**src/rtl/tbs_pkg.sv**
```systemverilog
// ----------------------------------------------------------------------------
// tbs_pkg
// Shared types, constants and helper functions of the bilinear texture sampler.
// ----------------------------------------------------------------------------
package tbs_pkg;

	// Fixed-point format of the coordinates and the blend weights
	localparam int FRAC_BITS = 16;
	localparam int COORD_W   = FRAC_BITS + 1;
	localparam logic [COORD_W-1:0] COORD_ONE  = {1'b1, {FRAC_BITS{1'b0}}};
	localparam logic [COORD_W-1:0] COORD_HALF = {2'b01, {(FRAC_BITS-1){1'b0}}};

	// Image sizes come from 9-bit registers; indices fit the same width
	localparam int SIZE_W = 9;
	localparam int POS_W  = COORD_W + SIZE_W + 1;

	// Shared multiplier: 24-bit value by 17-bit weight, 41-bit accumulator
	localparam int MUL_A_W = 24;
	localparam int MUL_B_W = COORD_W;
	localparam int ACC_W   = MUL_A_W + MUL_B_W;

	localparam int OUT_W   = 24;
	localparam logic [OUT_W-1:0] OUT_MAX = 24'(255) << FRAC_BITS;

	// Configuration register indexes
	localparam int CFG_IDX_W = 2;
	localparam logic [CFG_IDX_W-1:0] REG_IMAGE_WIDTH  = 2'd0;
	localparam logic [CFG_IDX_W-1:0] REG_IMAGE_HEIGHT = 2'd1;
	localparam logic [CFG_IDX_W-1:0] REG_FLIP_V       = 2'd2;

	// Request kinds carried on tuser
	localparam logic OP_WRITE  = 1'b0;
	localparam logic OP_SAMPLE = 1'b1;

	// One operation of the shared multiply-accumulate unit
	typedef struct packed {
		logic               en;
		logic               accum;
		logic [MUL_A_W-1:0] a;
		logic [MUL_B_W-1:0] b;
	} mac_op_t;

	// Corner indices and weight along one axis
	typedef struct packed {
		logic [SIZE_W-1:0]    i0;
		logic [SIZE_W-1:0]    i1;
		logic [FRAC_BITS-1:0] frac;
	} corner_t;

	// Clamp a signed coordinate to the unit interval
	function automatic logic [COORD_W-1:0] clamp_coord(input logic signed [17:0] c);
		logic [COORD_W-1:0] r;
		if (c[17]) begin
			r = '0;
		end else if (c[16:0] > COORD_ONE) begin
			r = COORD_ONE;
		end else begin
			r = c[16:0];
		end
		return r;
	endfunction

	// Split coord*size into clamped corner indices and the fraction weight.
	// The half-texel offset is folded in as +1/2 with the floor shifted by one.
	function automatic corner_t corner_split(input logic [POS_W-1:0] prod,
			input logic [SIZE_W-1:0] size);
		logic [POS_W-1:0]          pos;
		logic [POS_W-FRAC_BITS-1:0] whole;
		logic [POS_W-FRAC_BITS-1:0] fl;
		logic [SIZE_W-1:0]         last;
		corner_t                   r;
		pos   = prod + POS_W'(COORD_HALF);
		whole = pos[POS_W-1:FRAC_BITS];
		fl    = whole - 1'b1;
		last  = size - 1'b1;
		if (whole == '0) begin
			r.i0 = '0;
		end else if (fl > (POS_W-FRAC_BITS)'(last)) begin
			r.i0 = last;
		end else begin
			r.i0 = fl[SIZE_W-1:0];
		end
		r.i1   = (r.i0 == last) ? last : r.i0 + 1'b1;
		r.frac = pos[FRAC_BITS-1:0];
		return r;
	endfunction

endpackage

```
**src/rtl/tbs_mac.sv**
```systemverilog
// ----------------------------------------------------------------------------
// tbs_mac
// Shared multiply-accumulate unit: one product per cycle into a register.
// ----------------------------------------------------------------------------
module tbs_mac (
	input  logic                     clk,
	input  tbs_pkg::mac_op_t         op,
	output logic [tbs_pkg::ACC_W-1:0] acc
);
	import tbs_pkg::*;

	logic [ACC_W-1:0] acc_q;
	logic [ACC_W-1:0] prod;

	assign prod = ACC_W'(op.a) * ACC_W'(op.b);

	// Load or accumulate the product, hold when idle
	always_ff @(posedge clk) begin
		if (op.en) begin
			acc_q <= (op.accum ? acc_q : '0) + prod;
		end
	end

	assign acc = acc_q;

endmodule

```
**config.mk**
```make
export PLATFORM = sky130hd
export DESIGN_NAME = tbs_mac
export DESIGN_NICKNAME = d
export VERILOG_FILES = /design/src/rtl/tbs_pkg.sv /design/src/rtl/tbs_mac.sv
export SDC_FILE = /design/constraint.sdc
export NUM_CORES = 1
export LEC_CHECK = 0
export BUFFER_PORTS_ARGS = -buffer_cell sky130_fd_sc_hd__buf_2
export CORE_MARGIN = 8
export CORE_UTILIZATION = 60
export DETAILED_ROUTE_END_ITERATION = 8
export HOLD_SLACK_MARGIN = 0.08
export PLACE_DENSITY = 0.83
export RECOVER_POWER = 25
export SETUP_SLACK_MARGIN = 0.4
export SYNTH_ARGS = -nofsm -noshare
export SYNTH_HDL_FRONTEND = slang
export SYNTH_SLANG_ARGS = --single-unit
```
**constraint.sdc**
```tcl
create_clock -name clk -period 9.5 [get_ports clk]
set_clock_uncertainty 0.2 [all_clocks]
set_input_delay 2.85 -clock clk [delete_from_list [all_inputs] [get_ports clk]]
set_output_delay 2.85 -clock clk [all_outputs]
set_load 0.005 [all_outputs]
```
==> results by group <==
Clock tree
  – CTS sink cnt: 41
  – H-tree depth: 2
  – Worst-Skew Late Latency: 0.30 ns
  – Clock slew at reported path FFs: 0.07 ns
  – CTS Buf Count: 5
  – Root Driver: clkbuf_16
  – CTS tree: yes
  – CTS Hold Bufs: 0
  – CTS Buffer Depth: 2

Critical path
  – Most frequent CP cell: fa_1
  – Crit. End Element: flop
  – CP cell instances: clkbuf_4 -> nand2_1 -> fa_1 -> inv_1 -> fa_1 -> inv_1 -> fa_1 -> inv_1 -> fa_1 -> fa_1 -> inv_1 -> fa_1 -> inv_1 -> ha_1 -> nand4_1 -> nor3_2 -> a2111oi_4 -> a2111o_1 -> a31oi_2 -> a22o_2 -> o41a_1 -> xnor2_1
  – CP startpoint: op[4]
  – Worst R2R End: acc[37]
  – CP max-delay cell: fa_1
  – R2R Path Start: acc[14]
  – Critical path class: primary input to flop
  – Worst EP required: 9.35 ns
  – Reg2Reg Depth: 18
  – Critical-path maximum fanout: 17
  – Worst setup endpoint: acc[37]
  – Max incr delay on CP: 0.53 ns
  – CP arrival: 8.77 ns
  – Worst setup SP type: primary input
  – R2R setup slack: 3.51 ns

Die
  – Die W: 178 um
  – Core area: 0.0258 sq mm
  – Die span in y: 178 um
  – Row count: 59
  – Starting Density: 0.606
  – I/O pin count: 85
  – Die ar.: 0.0315 sq mm

Global routing
  – Congestion Overflow GR: 0
  – First-pass GRT wire length: 65100 um
  – Initial antenna violation count: 0
  – Vias in the first global route: 12700
  – Largest net degree at the start of global routing: 42
  – Gr usage total: 0.258

Synthesis
  – Syn. warnings: 0
  – Mapped Cells: 1748
  – Area share of the largest cell type after synthesis: 0.472
  – Post-Syn Area per Cell: 8.96 sq um
  – EDFF count, synth: 41
  – Post-synth top cells: inv_1, fa_1, nand2_1
  – Yosys cell types: 53
  – FFs w/ async S/R, synth: 0
  – Most frequent cell after synthesis: inv_1
  – Yosys reg bits: 41
  – Sequential area share after synthesis: 0.0786
  – Leading area contributor after synthesis: fa_1
  – Top post-synthesis cells by area: fa_1, inv_1, ha_1, edfxtp_1, nand2_1
  – Mapped Area: 0.0157 sq mm
  – Top FF cell, synth: edfxtp_1
  – Post-Synthesis Net Count: 2269

STA
  – Fmax: 112 MHz
  – Final Hold Fails: 0
  – Worst slew margin: -0.612
  – Number of setup violations in the final report: 0
  – TNS Setup: 0 ns
  – Worst-Margin Slew: 2.42 ns
  – Post-layout min period: 8.92 ns
  – Fin. max-slew vios: 42
  – Final critical-path share of the clock period: 0.939
  – RSZ-0062 raised after global routing: no

Drt
  – 1st-pass router iterations: 5
  – Detailed-route via count: 11600
  – DRC errors left: 0
  – Antenna-violating nets left: 0
  – Vias per std cell: 5.46
  – WL final: 37700 um
  – Initial DRC Count: 886
  – Wirelength per Cell: 17.8 um

Placed design
  – HPWL Detailed: 32000 um
  – Buffers on Ports: 84
  – GPL Wtd Cong: 0.931

Finish
  – ANT cells: 0
  – Max FFs per register: 41
  – Filler cell count: 2020
  – Share of cells above drive strength 1: 0.0582
  – Area Overhead vs Synth: 6.10%
  – Final #Nets: 2307

Hold path
  – Hold WC Path Type: flop to flop

Outcome
  – Status: complete, but fails checks
  – Failing checks: max-capacitance violations, max-slew violations

Run
  – Total of max-cap violations: 1
[cell usage in the layout (no fill, tap or decap), drive strengths merged, types with 3 or more instances in the layout]
cell / synthesis / layout
and2: 167 / 167
nor3: 11 / 11
a21oi: 28 / 28
nand3: 8 / 8
fa: 369 / 369
a31oi: 6 / 6
and4: 3 / 3
xnor2: 22 / 22
a2111o: 3 / 3
clkbuf: 68 / 43
a21o: 23 / 23
ha: 108 / 108
nand4: 6 / 6
a2111oi: 3 / 3
nor2: 23 / 23
inv: 483 / 484
o21a: 4 / 4
xor2: 12 / 12
edfxtp: 41 / 41
nand2b: 4 / 4
buf: 5 / 66
nand2: 309 / 309
o21ai: 10 / 10
[worst min-delay path by stage]
stage	slack [ns]	start	cells after the start	end
final	0.52	acc[0]	2	acc[0]
after global routing	0.54	acc[0]	2	acc[0]
after CTS	0.53	acc[0]	2	acc[0]
after detailed placement	0.51	acc[0]	2	acc[0]
after global placement	0.46	acc[0]	2	acc[0]
after floorplan	0.47	acc[0]	2	acc[0]
[cells by family (layout without fill, tap and decap cells)]
family | after synthesis | count (layout) | synth area share
AOI/OAI and AO/OA | 102 | 102 | 0.0476
xor gates and xnor gates | 34 | 34 | 0.0190
muxes | 1 | 1 | 0.000719
and+or+nand+nor | 537 | 537 | 0.161
buffers and inverters | 556 | 595 | 0.135
DFF | 41 | 41 | 0.0786
adders and majority gates | 477 | 477 | 0.558
[final cells by class]
type / instances / area (sq um) / share of cell area
sequential: 41 / 1230 / 0.0741
timing repair buffer: 104 / 639 / 0.0385
clock inverter: 3 / 25.0 / 0.00151
multi-input combinational: 1151 / 12400 / 0.744
inverter: 483 / 1810 / 0.109
clock buffer: 5 / 125 / 0.00753
tap: 335 / 419 / 0.0252
[routing by layer]
layer	vias up	GRT usage	wire length, um
li1	5125	-	-
met1	5835	0.359	15800
met2	561	0.416	17600
met3	69	0.0487	3570
met4	0	0.0566	777
met5	-	0	0
[critical path: cells and delay by family]
family / cells / cell delay [ns]
buf+inv: 6 / 0.51
fa+ha+maj: 7 / 3.43
xor+xnor: 1 / 0.13
compound gates: 5 / 1.46
simple gates: 3 / 0.37
[through the flow]
stage	instances	utilization	setup slack [ns]	area, sq um	hold slack, ns
finish	2122	0.643	0.578	16600	0.520
global route	2122	0.643	0.382	16600	0.544
CTS	2121	0.639	0.385	16500	0.526
detailed placement	2113	0.632	0.0773	16300	0.506
global placement	2113	0.632	0.180	16300	0.461
floorplan	1748	-	0.467	15700	0.466
[what timing repair did]
action | 4_1_cts | 5_1_grt
setup buffers | 0 | 1
pin swaps | 0 | 4
hold endpoints to repair | 0 | 0
resized for setup | 7 | 57
endpoints found under the setup margin | 4 | 12
Power is not shown: default switching activity piles up to over one toggle a cycle in this logic, so the estimate is an artifact.
